[src/assert_macros.svh]
// Assertion macros for the RTL of the block decoder.
// No dependencies; included by the files that carry assertions.
`ifndef ASSERT_MACROS_SVH
`define ASSERT_MACROS_SVH

// Same-cycle implication, disabled while reset is asserted.
`define ASSERT_IMPLY(label, clk, rst_n, a, b) \
    label: assert property (@(posedge clk) disable iff (!rst_n) (a) |-> (b)) \
        else $error("assertion failed: implication");

// Next-cycle implication, disabled while reset is asserted.
`define ASSERT_NEXT(label, clk, rst_n, a, b) \
    label: assert property (@(posedge clk) disable iff (!rst_n) (a) |=> (b)) \
        else $error("assertion failed: next-cycle implication");

`endif

[src/ps_adb_pkg.sv]
// Package of the ADPCM block decoder: shared types, constants, coefficient tables.
// No dependencies; used by every module of the block by scoped names.
package ps_adb_pkg;

    localparam logic [11:0] ILV_RESET = 12'd1;
    localparam logic [11:0] MAX_ILV   = 12'd2048;
    localparam logic [3:0]  MAX_SHIFT = 4'd12;
    localparam logic [3:0]  MAX_FILT  = 4'd4;
    localparam logic [4:0]  LAST_IDX  = 5'd27;

    localparam logic signed [20:0] SAT_MAX = 21'sd32767;
    localparam logic signed [20:0] SAT_MIN = -21'sd32768;

    // Classified block, front to back
    typedef struct packed {
        logic [3:0]   shamt;
        logic [2:0]   filt;
        logic         chan;
        logic         pair;
        logic [15:0]  base;
        logic [111:0] nibbles;
    } desc_t;

    // One decoded sample word
    typedef struct packed {
        logic signed [15:0] sample;
        logic               chan;
        logic [15:0]        pos;
        logic               last;
        logic               pair;
    } result_t;

    // Descriptor queue status
    typedef struct packed {
        logic full;
        logic empty;
    } q_status_t;

    // First predictor tap
    function automatic logic signed [7:0] coef1(input logic [2:0] f);
        logic signed [7:0] c;
        unique case (f)
            3'd1:    c = 8'sd60;
            3'd2:    c = 8'sd115;
            3'd3:    c = 8'sd98;
            3'd4:    c = 8'sd122;
            default: c = 8'sd0;
        endcase
        return c;
    endfunction

    // Second predictor tap
    function automatic logic signed [7:0] coef2(input logic [2:0] f);
        logic signed [7:0] c;
        unique case (f)
            3'd2:    c = -8'sd52;
            3'd3:    c = -8'sd55;
            3'd4:    c = -8'sd60;
            default: c = 8'sd0;
        endcase
        return c;
    endfunction

endpackage

[src/ps_adpcm_block_decoder_unit.sv]
// Top level of the PS ADPCM block decoder.
// Depends on ps_adb_pkg, ps_adb_front, ps_adb_queue, ps_adb_back, assert_macros.svh.
//
// Usage:
//   Input channel: present one 16-byte block on block_header, block_flags and the two
//   nibble halves; it is taken at a clock edge with push high and full low. block_flags
//   is carried on the port but not decoded.
//   Result channel: while empty is low the oldest sample word is on sample, channel,
//   buffer_position, last_of_block and pair_complete; pop takes it.
//   Config: cfg_we writes cfg_data into the interleave register at the clock edge.
//   Throughput: one sample per cycle while the result buffer has room, 28 samples per
//   block, set by the two-tap predictor recurrence in the back end, where each sample
//   needs the one before it. The first sample of a block passes the block queue and
//   then the result buffer.
//   A two-entry block queue holds the block being decoded and one more, so one further
//   block can be taken while one decodes.
//   When the receiver stalls, a two-word result buffer fills and the predictor holds;
//   full rises once the block queue fills up. Nothing is dropped.
//   Reset: histories zero, left channel active, run position zero, interleave one,
//   all queues empty.
`include "assert_macros.svh"

module ps_adpcm_block_decoder_unit (
    input  logic               clk,
    input  logic               rst_n,
    input  logic               cfg_we,
    input  logic [11:0]        cfg_data,
    input  logic               push,
    output logic               full,
    input  logic [7:0]         block_header,
    input  logic [7:0]         block_flags,
    input  logic [55:0]        nibbles_first_half,
    input  logic [55:0]        nibbles_second_half,
    output logic               empty,
    input  logic               pop,
    output logic signed [15:0] sample,
    output logic               channel,
    output logic [15:0]        buffer_position,
    output logic               last_of_block,
    output logic               pair_complete
);

    ps_adb_pkg::q_status_t q_status;
    ps_adb_pkg::desc_t     desc_in;
    ps_adb_pkg::desc_t     desc_head;
    ps_adb_pkg::result_t   res;
    logic                  q_push;
    logic                  back_pop;

    // Front: classify and count runs
    ps_adb_front u_front (
        .clk                 (clk),
        .rst_n               (rst_n),
        .cfg_we              (cfg_we),
        .cfg_data            (cfg_data),
        .push                (push),
        .block_header        (block_header),
        .nibbles_first_half  (nibbles_first_half),
        .nibbles_second_half (nibbles_second_half),
        .q_status            (q_status),
        .q_push              (q_push),
        .desc                (desc_in)
    );

    // Block queue
    ps_adb_queue u_queue (
        .clk     (clk),
        .rst_n   (rst_n),
        .wr_en   (q_push),
        .wr_data (desc_in),
        .rd_en   (back_pop),
        .rd_data (desc_head),
        .status  (q_status)
    );

    // Back: sample decode
    ps_adb_back u_back (
        .clk       (clk),
        .rst_n     (rst_n),
        .head      (desc_head),
        .q_status  (q_status),
        .head_pop  (back_pop),
        .res       (res),
        .res_empty (empty),
        .res_pop   (pop)
    );

    assign full            = q_status.full;
    assign sample          = res.sample;
    assign channel         = res.chan;
    assign buffer_position = res.pos;
    assign last_of_block   = res.last;
    assign pair_complete   = res.pair;

    // Checks
    `ASSERT_IMPLY(a_pair_on_last, clk, rst_n, !empty && pair_complete, last_of_block)
    `ASSERT_IMPLY(a_pair_right, clk, rst_n, !empty && pair_complete, channel)
    `ASSERT_IMPLY(a_no_pop_empty_queue, clk, rst_n, q_status.empty, !back_pop)
    `ASSERT_NEXT(a_push_fills, clk, rst_n, q_push && !back_pop, !q_status.empty)

endmodule

[src/ps_adb_front.sv]
// Front end: config register, block classification, channel/run bookkeeping.
// Depends on ps_adb_pkg.
module ps_adb_front (
    input  logic                  clk,
    input  logic                  rst_n,
    input  logic                  cfg_we,
    input  logic [11:0]           cfg_data,
    input  logic                  push,
    input  logic [7:0]            block_header,
    input  logic [55:0]           nibbles_first_half,
    input  logic [55:0]           nibbles_second_half,
    input  ps_adb_pkg::q_status_t q_status,
    output logic                  q_push,
    output ps_adb_pkg::desc_t     desc
);

    logic [11:0] ilv_reg;
    logic [10:0] bir_reg;
    logic [10:0] bir_next;
    logic        chan_reg;
    logic        chan_next;

    logic [11:0] eff_ilv;
    logic        run_end;
    logic [3:0]  shift_code;
    logic [3:0]  filt_code;

    // Effective interleave: zero acts as one, clamp to the maximum
    always_comb
    begin
        priority if (ilv_reg == 12'd0)
            eff_ilv = 12'd1;
        else if (ilv_reg > ps_adb_pkg::MAX_ILV)
            eff_ilv = ps_adb_pkg::MAX_ILV;
        else
            eff_ilv = ilv_reg;
    end

    assign run_end    = ({1'b0, bir_reg} + 12'd1) >= eff_ilv;
    assign shift_code = block_header[3:0];
    assign filt_code  = block_header[7:4];
    assign q_push     = push && !q_status.full;

    // Classify the incoming block
    always_comb
    begin
        desc.shamt   = (shift_code > ps_adb_pkg::MAX_SHIFT) ? 4'd0
                                                            : ps_adb_pkg::MAX_SHIFT - shift_code;
        desc.filt    = (filt_code > ps_adb_pkg::MAX_FILT) ? 3'd0 : filt_code[2:0];
        desc.chan    = chan_reg;
        desc.pair    = run_end && chan_reg;
        // position base = block_in_run * 28
        desc.base    = {bir_reg, 5'b0} - {3'b0, bir_reg, 2'b0};
        desc.nibbles = {nibbles_second_half, nibbles_first_half};
    end

    // Run counter advances per accepted block; the active channel flips at the end of each run
    always_comb
    begin
        bir_next  = bir_reg;
        chan_next = chan_reg;
        if (q_push)
        begin
            if (run_end)
            begin
                bir_next  = 11'd0;
                chan_next = !chan_reg;
            end
            else
            begin
                bir_next = bir_reg + 11'd1;
            end
        end
    end

    always_ff @(posedge clk or negedge rst_n)
    begin
        if (!rst_n)
        begin
            ilv_reg  <= ps_adb_pkg::ILV_RESET;
            bir_reg  <= 11'd0;
            chan_reg <= 1'b0;
        end
        else
        begin
            if (cfg_we)
                ilv_reg <= cfg_data;
            bir_reg  <= bir_next;
            chan_reg <= chan_next;
        end
    end

endmodule

[src/ps_adb_queue.sv]
// Two-entry descriptor queue between front and back end.
// Depends on ps_adb_pkg.
module ps_adb_queue (
    input  logic                  clk,
    input  logic                  rst_n,
    input  logic                  wr_en,
    input  ps_adb_pkg::desc_t     wr_data,
    input  logic                  rd_en,
    output ps_adb_pkg::desc_t     rd_data,
    output ps_adb_pkg::q_status_t status
);

    ps_adb_pkg::desc_t mem_reg [2];
    logic       wr_ptr_reg;
    logic       rd_ptr_reg;
    logic [1:0] cnt_reg;
    logic [1:0] cnt_next;

    assign status.full  = (cnt_reg == 2'd2);
    assign status.empty = (cnt_reg == 2'd0);
    assign rd_data      = mem_reg[rd_ptr_reg];

    // Occupancy
    always_comb
    begin
        cnt_next = cnt_reg;
        if (wr_en && !rd_en)
            cnt_next = cnt_reg + 2'd1;
        else if (rd_en && !wr_en)
            cnt_next = cnt_reg - 2'd1;
    end

    always_ff @(posedge clk or negedge rst_n)
    begin
        if (!rst_n)
        begin
            wr_ptr_reg <= 1'b0;
            rd_ptr_reg <= 1'b0;
            cnt_reg    <= 2'd0;
        end
        else
        begin
            if (wr_en)
                wr_ptr_reg <= !wr_ptr_reg;
            if (rd_en)
                rd_ptr_reg <= !rd_ptr_reg;
            cnt_reg <= cnt_next;
        end
    end

    // Storage, no reset
    always_ff @(posedge clk)
    begin
        if (wr_en)
            mem_reg[wr_ptr_reg] <= wr_data;
    end

endmodule

[src/ps_adb_back.sv]
// Back end: serial predictor, one sample per cycle, per-channel history, result buffer.
// Stalls while the result buffer is full or the queue is empty. Depends on ps_adb_pkg.
module ps_adb_back (
    input  logic                  clk,
    input  logic                  rst_n,
    input  ps_adb_pkg::desc_t     head,
    input  ps_adb_pkg::q_status_t q_status,
    output logic                  head_pop,
    output ps_adb_pkg::result_t   res,
    output logic                  res_empty,
    input  logic                  res_pop
);

    logic [4:0]         idx_reg;
    logic signed [15:0] left_h0_reg;
    logic signed [15:0] left_h1_reg;
    logic signed [15:0] right_h0_reg;
    logic signed [15:0] right_h1_reg;

    ps_adb_pkg::result_t out_mem_reg [2];
    logic       out_wr_reg;
    logic       out_rd_reg;
    logic [1:0] out_cnt_reg;
    logic [1:0] out_cnt_next;

    logic                room;
    logic                fire;
    logic                last;
    logic                out_take;
    logic [3:0]          nib;
    logic signed [15:0]  h0;
    logic signed [15:0]  h1;
    logic signed [7:0]   f1;
    logic signed [7:0]   f2;
    logic signed [15:0]  scaled;
    logic signed [25:0]  acc;
    logic signed [19:0]  pred;
    logic signed [20:0]  sum;
    logic signed [15:0]  r;
    ps_adb_pkg::result_t word;

    assign room     = (out_cnt_reg != 2'd2);
    assign fire     = !q_status.empty && room;
    assign last     = (idx_reg == ps_adb_pkg::LAST_IDX);
    assign head_pop = fire && last;
    assign out_take = res_pop && !res_empty;

    // Predictor step
    always_comb
    begin
        nib    = head.nibbles[{idx_reg, 2'b00} +: 4];
        h0     = head.chan ? right_h0_reg : left_h0_reg;
        h1     = head.chan ? right_h1_reg : left_h1_reg;
        f1     = ps_adb_pkg::coef1(head.filt);
        f2     = ps_adb_pkg::coef2(head.filt);
        scaled = $signed({{12{nib[3]}}, nib}) <<< head.shamt;
        acc    = h0 * f1 + h1 * f2 + 26'sd32;
        pred   = acc[25:6];
        sum    = $signed({{5{scaled[15]}}, scaled}) + $signed({pred[19], pred});
        priority if (sum > ps_adb_pkg::SAT_MAX)
            r = 16'sh7FFF;
        else if (sum < ps_adb_pkg::SAT_MIN)
            r = -16'sh8000;
        else
            r = sum[15:0];
    end

    // Result word
    always_comb
    begin
        word.sample = r;
        word.chan   = head.chan;
        word.pos    = head.base + {11'b0, idx_reg};
        word.last   = last;
        word.pair   = head.pair && last;
    end

    // Result buffer occupancy
    always_comb
    begin
        out_cnt_next = out_cnt_reg;
        if (fire && !out_take)
            out_cnt_next = out_cnt_reg + 2'd1;
        else if (out_take && !fire)
            out_cnt_next = out_cnt_reg - 2'd1;
    end

    assign res_empty = (out_cnt_reg == 2'd0);
    assign res       = out_mem_reg[out_rd_reg];

    always_ff @(posedge clk or negedge rst_n)
    begin
        if (!rst_n)
        begin
            idx_reg      <= 5'd0;
            left_h0_reg  <= 16'sd0;
            left_h1_reg  <= 16'sd0;
            right_h0_reg <= 16'sd0;
            right_h1_reg <= 16'sd0;
            out_wr_reg   <= 1'b0;
            out_rd_reg   <= 1'b0;
            out_cnt_reg  <= 2'd0;
        end
        else
        begin
            if (fire)
            begin
                idx_reg <= last ? 5'd0 : idx_reg + 5'd1;
                if (head.chan)
                begin
                    right_h1_reg <= right_h0_reg;
                    right_h0_reg <= r;
                end
                else
                begin
                    left_h1_reg <= left_h0_reg;
                    left_h0_reg <= r;
                end
                out_wr_reg <= !out_wr_reg;
            end
            if (out_take)
                out_rd_reg <= !out_rd_reg;
            out_cnt_reg <= out_cnt_next;
        end
    end

    // Result storage, no reset
    always_ff @(posedge clk)
    begin
        if (fire)
            out_mem_reg[out_wr_reg] <= word;
    end

endmodule
[config.mk]
export PLATFORM = sky130hd
export DESIGN_NAME = ps_adpcm_block_decoder_unit
export DESIGN_NICKNAME = d
export VERILOG_FILES = /design/src/ps_adb_pkg.sv /design/src/ps_adpcm_block_decoder_unit.sv /design/src/ps_adb_front.sv /design/src/ps_adb_queue.sv /design/src/ps_adb_back.sv
export VERILOG_INCLUDE_DIRS = /design/src /design/src/src
export SDC_FILE = /design/constraint.sdc
export NUM_CORES = 1
export LEC_CHECK = 0
export BUFFER_PORTS_ARGS = -buffer_cell sky130_fd_sc_hd__buf_2
export CAP_MARGIN = 30
export CORE_MARGIN = 2
export CORE_UTILIZATION = 60
export CTS_BUF_LIST = sky130_fd_sc_hd__clkbuf_8
export DETAILED_ROUTE_END_ITERATION = 10
export PLACE_DENSITY_LB_ADDON = 0.08
export SYNTH_ARGS = -nofsm -noshare
export SYNTH_HDL_FRONTEND = slang
export SYNTH_HIERARCHICAL = 1
export SYNTH_SLANG_ARGS = --single-unit
[constraint.sdc]
create_clock -name clk -period 11.5 [get_ports clk]
set_input_delay 1.15 -clock clk [delete_from_list [all_inputs] [get_ports clk]]
set_output_delay 1.15 -clock clk [all_outputs]
set_load 0.02 [all_outputs]
==> results.ini, run 1 <==
[setup_path]
cp_max_fo = 17
arrival_ns = 10.97
cpPeakStageDelay_ns = 0.55
regToRegSetupSlack_ns = 0.81
end_kind = register
crit_slowest_cell = fa_1
r2r-start = u_queue/rd_ptr_reg$_DFFE_PN0P_
r2r_cells = 36
r2r_end = u_back/out_mem_reg[1][28]$_DFFE_PP_
cp.required_ns = 11.78
crit_type = register to register
cp_common_cell = fa_1
startpoint_type = register

[timing]
period_needed_ns = 10.69
max_freq_ghz = 0.0935
tns_ns = 0
fin_crit_sh_pct = 93.0
hold_viol = 0
whs_ns = 0.473
fin_skew_ns = 0.0477
setup_viol = 0
relSlewSlack_pct = 35.3
drv_slew = 0
rsz0062_at_grt = no
tightest_slew_ns = 0.970

[job]
drv_cap = 0

[placed_design]
io_buffers = 173
gp_congestion = 0.923
post-dp-hpwl_mm = 45.4

[synthesis]
ys_types = 92
synth-seq-cells = 445
synth_top_flop_cell = edfxtp_1
netlist_area_sq_um = 29200
async_flop_share_pct = 22.7
yosys_warnings = 6
synthesis.instances = 2405
synth-edff-count = 344
ys_seq_area_share_pct = 44.0
synth.avg_cell_area_sq_um = 12.1

[global_route]
grt_overflow_total = 0
antenna_found_initial = 3
track_usage_pct = 25.2
grt_max_degree = 73
first_global_vias = 18525
grt_pass1_wl_mm = 98.1

[clocking]
postCtsSetupBuffers = 0
numCtsBuffers = 76
cts_resized = 0
cts_root_buffer = clkbuf_8
clockBufferDepth = 3
insertion_delay_ns = 0.65
cts_tree = done
hold_buffers = 0
h-tree-depth = 3
cts.reportedPaths.clkPinSlew_ns = 0.06
cts.sink_count = 445

[worst_hold_path]
whs_path_depth = 2
hold_end = u_back/right_h1_reg[2]$_DFFE_PN0P_
hold_start = u_back/right_h1_reg[2]$_DFFE_PN0P_
hp-class = register to register

[detailed_routing]
wirelength_mm = 60.8
firstDrtPassIters = 5
postRouteAntennaNets = 0
via_count = 17672
post-route-drc-count = 0
drtIter0Drc = 1059
vias_per_cell = 5.58
routedWlPerCell_um = 19.2

[floorplan]
die_w_um = 225
dieArea_sq_um = 50400
core.rowCount = 80
core-area_sq_um = 47800
die_h_um = 225
initial_core_util_pct = 61.0
boundaryPins = 182

[cells_and_area]
synthToLayoutAreaGrowth_pct = 7.24
largest_reg_flops = 274
seqCellArea_sq_um = 12900
most-common-layout-cells = inv_1, edfxtp_1, fa_1
nNetsFinal = 2979
fill_cells = 3654
drive_gt1_share_pct = 22.3
multi_input_comb_area_sq_um = 13900
final_util_pct = 65.4

[outcome]
status = complete, no violations

==> worst max-delay path: cells and delay by family (launching register included) <==
family | cells | cell delay (ns)
compound gates | 10 | 2.17
xor+xnor | 1 | 0.21
fa+ha+maj | 8 | 3.74
buf+inv | 6 | 1.04
flops | 1 | 0.52
mux | 1 | 0.46
simple gates | 10 | 2.17
==> synthesized netlist by cell type, drive strengths merged, types with 3 or more instances <==
| master | number | area, sq um |
|---|---|---|
| a21oi | 63 | 319 |
| a221o | 18 | 181 |
| a211oi | 10 | 90.1 |
| o21ai | 54 | 278 |
| clkbuf | 44 | 166 |
| o211ai | 3 | 22.5 |
| o311ai | 5 | 51.3 |
| xor2 | 28 | 253 |
| nor3 | 15 | 75.1 |
| ha | 156 | 1950 |
| buf | 153 | 1160 |
| edfxtp | 344 | 10300 |
| and3 | 4 | 26.3 |
| a41o | 3 | 33.8 |
| mux2i | 46 | 460 |
| nor3b | 3 | 22.5 |
| o31ai | 7 | 52.6 |
| nand2b | 18 | 113 |
| nor2 | 179 | 672 |
| mux2 | 188 | 2120 |
| a21o | 18 | 135 |
| mux4 | 32 | 721 |
| a31oi | 9 | 56.3 |
| nand3 | 18 | 95.1 |
| or3 | 16 | 106 |
| dfrtp | 100 | 2500 |
| o2111ai | 3 | 32.5 |
| and2 | 29 | 183 |
| inv | 313 | 1170 |
| fa | 189 | 3780 |
| a311oi | 6 | 58.8 |
| xnor2 | 55 | 482 |
| nor2b | 11 | 76.3 |
| nand2 | 177 | 672 |
| o21a | 13 | 97.6 |
| o22ai | 15 | 93.8 |
| a21boi | 4 | 30.0 |
| nand4 | 13 | 87.6 |
| or2 | 8 | 50.1 |
| nor4 | 4 | 31.3 |
==> metal layers <==
layer  up-vias  track usage, %  share of wire (%)
met3        95            3.66                4.7
met4         0            7.65                2.3
met2       407            41.5                 49
met5         -               0                  0
met1      8861            34.9                 44
li1       8309               -                  -
==> cell families after synthesis <==
| logic type | synth area share [%] |
|---|---|
| other | 0.0128 |
| AND/OR/NAND/NOR | 7.97 |
| AO/OA/AOI/OAI | 5.91 |
| adder cells (fa/ha/maj) | 19.6 |
| XOR/XNOR | 2.52 |
| buffers and inverters | 8.62 |
| multiplexers | 11.3 |
| flip-flops | 44.0 |
==> final cells by class <==
type,instances,area share (%)
Clock inverter,57,1.17
Tap cell,615,2.46
Timing Repair Buffer,203,3.66
Clock buffer,82,3.60
Sequential cell,445,41.1
Multi-Input combinational cell,1449,44.2
Inverter,314,3.76
Antenna cell,3,0.0240
==> stage by stage <==
| step | area, sq um | worst slack (ns) | std cells |
|---|---|---|---|
| floorplan | 29200 | 1.93 | 2406 |
| global placement | 29700 | 0.873 | 3023 |
| detailed placement | 29800 | 0.771 | 3026 |
| CTS | 31300 | 0.701 | 3165 |
| global route | 31300 | 0.0159 | 3168 |
| finish | 31300 | 0.807 | 3168 |
==> worst max-delay path by stage <==
stage | start | endpoint | slack (ns) | cells past startpoint
6_report | u_queue/rd_ptr_reg$_DFFE_PN0P_ | u_back/out_mem_reg[1][28]$_DFFE_PP_ | 0.81 | 36
5_1_grt | u_queue/rd_ptr_reg$_DFFE_PN0P_ | u_back/out_mem_reg[0][28]$_DFFE_PP_ | 0.02 | 36
4_1_cts | u_queue/rd_ptr_reg$_DFFE_PN0P_ | u_back/out_mem_reg[1][28]$_DFFE_PP_ | 0.70 | 33
3_5_place_dp | u_queue/rd_ptr_reg$_DFFE_PN0P_ | u_back/out_mem_reg[1][28]$_DFFE_PP_ | 0.77 | 33
3_3_place_gp | u_queue/rd_ptr_reg$_DFFE_PN0P_ | u_back/out_mem_reg[0][28]$_DFFE_PP_ | 0.87 | 34
2_1_floorplan | u_queue/rd_ptr_reg$_DFFE_PN0P_ | u_back/out_mem_reg[0][22]$_DFFE_PP_ | 1.93 | 37
Power of run 1 is left out: the tool's default activity adds up to more than one toggle a clock period on the data nets, which glitch-free logic cannot reach.
==> inputs of run 2 (changes only) <==
--- a/config.mk
+++ b/config.mk
@@ -6,6 +6,7 @@
 export SDC_FILE = /design/constraint.sdc
 export NUM_CORES = 1
 export LEC_CHECK = 0
+export ABC_AREA = 1
 export BUFFER_PORTS_ARGS = -buffer_cell sky130_fd_sc_hd__buf_2
 export CAP_MARGIN = 30
 export CORE_MARGIN = 2
==> run 2 against run 1 <==
Against the previous run:
- first-iteration DRC count increased by 42%
- clock skew down 0.012 ns
- critical path depth is 4 higher
- global-route usage up 2.1 points
- non-clock buffer count decreased by 9
- sequential cell count unchanged
- final cell count rose by 21%
- register-to-register slack gained 0.40 ns
- design area up 1.8%
- critical path type unchanged
- highest routed layer is now met5
==> results.ini, run 2 <==
[detailed_routing]
firstDrtPassIters = 5  ; unchanged
postRouteAntennaNets = 0  ; unchanged
via_count = 20238  ; +15%
vias_per_cell = 5.27  ; -5.6%
routedWlPerCell_um = 17.5  ; -8.7%
post-route-drc-count = 0  ; unchanged
drtIter0Drc = 1501  ; +42%
wirelength_mm = 67.4  ; +11%

[floorplan]
dieArea_sq_um = 51600  ; +2.2%
core-area_sq_um = 49100  ; +2.5%
core.rowCount = 81  ; +1.3%
die_h_um = 227  ; +1.1%
initial_core_util_pct = 60.9  ; -0.17 points
die_w_um = 227  ; +1.1%
boundaryPins = 182  ; unchanged

[cells_and_area]
fill_cells = 4135  ; +13%
nNetsFinal = 3604  ; +21%
drive_gt1_share_pct = 15.3  ; -7.0 points
most-common-layout-cells = nand2_1, inv_1, edfxtp_1
final_common_cell = nand2_1
seqCellArea_sq_um = 12900  ; unchanged
stdcell_count = 3843  ; +21%
largest_reg_flops = 274  ; unchanged
synthToLayoutAreaGrowth_pct = 6.82
fin_area_sq_um = 31900  ; +1.8%
multi_input_comb_area_sq_um = 13900  ; +0.24%

[global_route]
grt_overflow_total = 0  ; unchanged
grt_pass1_wl_mm = 108  ; +9.9%
antenna_found_initial = 8  ; +5
grt_max_degree = 79  ; +8.2%
first_global_vias = 20503  ; +11%
track_usage_pct = 27.3  ; +2.1 points

[timing]
whs_ns = 0.466  ; -0.00716 ns
fin_crit_sh_pct = 89.5  ; -3.5 points
drv_slew = 0  ; unchanged
rsz0062_at_grt = no
tns_ns = 0  ; unchanged
period_needed_ns = 10.29  ; -0.399 ns
tightest_slew_ns = 0.951  ; -0.0190 ns
fin_skew_ns = 0.0357  ; -0.0120 ns
hold_viol = 0  ; unchanged
setup_viol = 0  ; unchanged
relSlewSlack_pct = 35.9  ; +0.59 points
max_freq_ghz = 0.0971  ; +3.9%

[placed_design]
dpl.cell_count = 3702  ; +22%
post-dp-hpwl_mm = 50.1  ; +10%
io_buffers = 173  ; unchanged
gp_congestion = 0.889  ; -3.6%
placed_cell_area_sq_um = 30400  ; +2.2%

[setup_path]
r2r-start = u_queue/rd_ptr_reg$_DFFE_PN0P_
arrival_ns = 10.64  ; -0.33 ns
cp_common_cell = nand2_1
end_kind = register
crit_slowest_cell = dfrtp_4
r2r_end = u_back/out_mem_reg[1][20]$_DFFE_PP_
r2r_cells = 40  ; +11%
startpoint_type = register
cp.required_ns = 11.85  ; +0.07 ns
crit_type = register to register
cp_max_fo = 36  ; +19
regToRegSetupSlack_ns = 1.21  ; +0.40 ns
cpPeakStageDelay_ns = 0.80  ; +0.25 ns

[clocking]
postCtsSetupBuffers = 0  ; unchanged
hold_buffers = 0  ; unchanged
numCtsBuffers = 74  ; -2.6%
cts.reportedPaths.clkPinSlew_ns = 0.06  ; about the same
h-tree-depth = 3  ; unchanged
insertion_delay_ns = 0.68  ; +0.03 ns
cts_tree = done
clockBufferDepth = 3  ; unchanged
cts_root_buffer = clkbuf_8
cts_resized = 0  ; unchanged
cts.sink_count = 445  ; unchanged

[synthesis]
synth-seq-cells = 445  ; unchanged
synthesis.instances = 3042  ; +26%
netlist_area_sq_um = 29900  ; +2.2%
yosys_warnings = 6  ; unchanged
yosys-top-cells-count = nand2_1, inv_1, edfxtp_1
netlist.area_leader.share_pct = 34.6  ; -0.78 points
synth-edff-count = 344  ; unchanged
synthAdderAreaFrac_pct = 19.2  ; -0.43 points
synth_xor_area_share_pct = 2.15  ; -0.37 points
synthSimpleGateAreaFrac_pct = 15.0  ; +7.0 points
async_flop_share_pct = 22.7  ; unchanged
synth_mux_area_share_pct = 5.35  ; -5.9 points
ys_types = 45  ; -51%
synth_top_family_by_area = adder cells
ys_seq_area_share_pct = 43.1  ; -0.97 points
yosysMostFrequentCell = nand2_1
synth.avg_cell_area_sq_um = 9.81  ; -19%
synthTopCellsByArea = edfxtp_1, fa_1, dfrtp_1, nand2_1, ha_1
synth_top_flop_cell = edfxtp_1
yosys.area.top_type = edfxtp_1
synth_compound_area_share_pct = 4.71  ; -1.2 points

[job]
drv_cap = 0  ; unchanged

[worst_hold_path]
hp-class = input port to asynchronous set/reset pin

[outcome]
status = complete, no violations

## run 2: cell count changes in the layout (fill, tap and decap cells not counted), sizes merged, moves of 26 or more
cell	change
nand2	+486
inv	+152
nor2	+132
o21ai	+88
nand3	+61
mux2	-48
mux2i	-44
mux4	-32
and2	-29
xnor2	-26
## run 2: kinds of logic after synthesis
family	after synthesis
XOR/XNOR	71
other	1
buffers and inverters	673
multiplexers	142
AND/OR/NAND/NOR	1106
AO/OA/AOI/OAI	259
flip-flops	445
adder cells (fa/ha/maj)	345
## run 2: worst max-delay path by stage
stage / start / end / slack, ns / cells past startpoint
floorplan: u_queue/rd_ptr_reg$_DFFE_PN0P_ / u_back/out_mem_reg[0][25]$_DFFE_PP_ / 3.18 / 41
global placement: u_queue/rd_ptr_reg$_DFFE_PN0P_ / u_back/out_mem_reg[0][21]$_DFFE_PP_ / 1.48 / 39
detailed placement: u_queue/rd_ptr_reg$_DFFE_PN0P_ / u_back/out_mem_reg[0][20]$_DFFE_PP_ / 1.36 / 39
CTS: u_queue/rd_ptr_reg$_DFFE_PN0P_ / u_back/out_mem_reg[1][20]$_DFFE_PP_ / 1.32 / 39
global route: u_queue/rd_ptr_reg$_DFFE_PN0P_ / u_back/left_h0_reg[3]$_DFFE_PN0P_ / 0.58 / 41
finish: u_queue/rd_ptr_reg$_DFFE_PN0P_ / u_back/out_mem_reg[1][20]$_DFFE_PP_ / 1.21 / 40
## run 2: layout make-up
cell class	instances	area share, %
Timing Repair Buffer	194	3.41
Sequential cell	445	40.3
Antenna cell	7	0.0549
Clock inverter	52	0.926
Tap cell	664	2.61
Inverter	474	5.59
Clock buffer	82	3.54
Multi-Input combinational cell	1925	43.5
## run 2: routing by layer
layer | up-vias | global-route usage, % | routed length, um
li1 | 9829 | - | -
met1 | 9812 | 37.3 | 29600
met2 | 522 | 44.4 | 32300
met3 | 73 | 5.46 | 4350
met4 | 2 | 8.14 | 1110
met5 | - | 0 | 17
## run 2: through the flow
step	setup slack, ns	util (%)
floorplan	3.18	-
global placement	1.48	61.9
detailed placement	1.36	62.1
CTS	1.32	65.0
global route	0.577	65.0
finish	1.21	65.0
## run 2: critical path, delay by kind of cell (launching register included)
kind | cells | cell delay, ns
xor gates and xnor gates | 2 | 0.41
DFF | 1 | 0.80
adders and majority gates | 8 | 3.53
buffers and inverters | 8 | 1.23
muxes | 1 | 0.41
AOI/OAI and AO/OA | 8 | 1.41
and+or+nand+nor | 13 | 2.15
Power of run 2 is left out for the same reason.
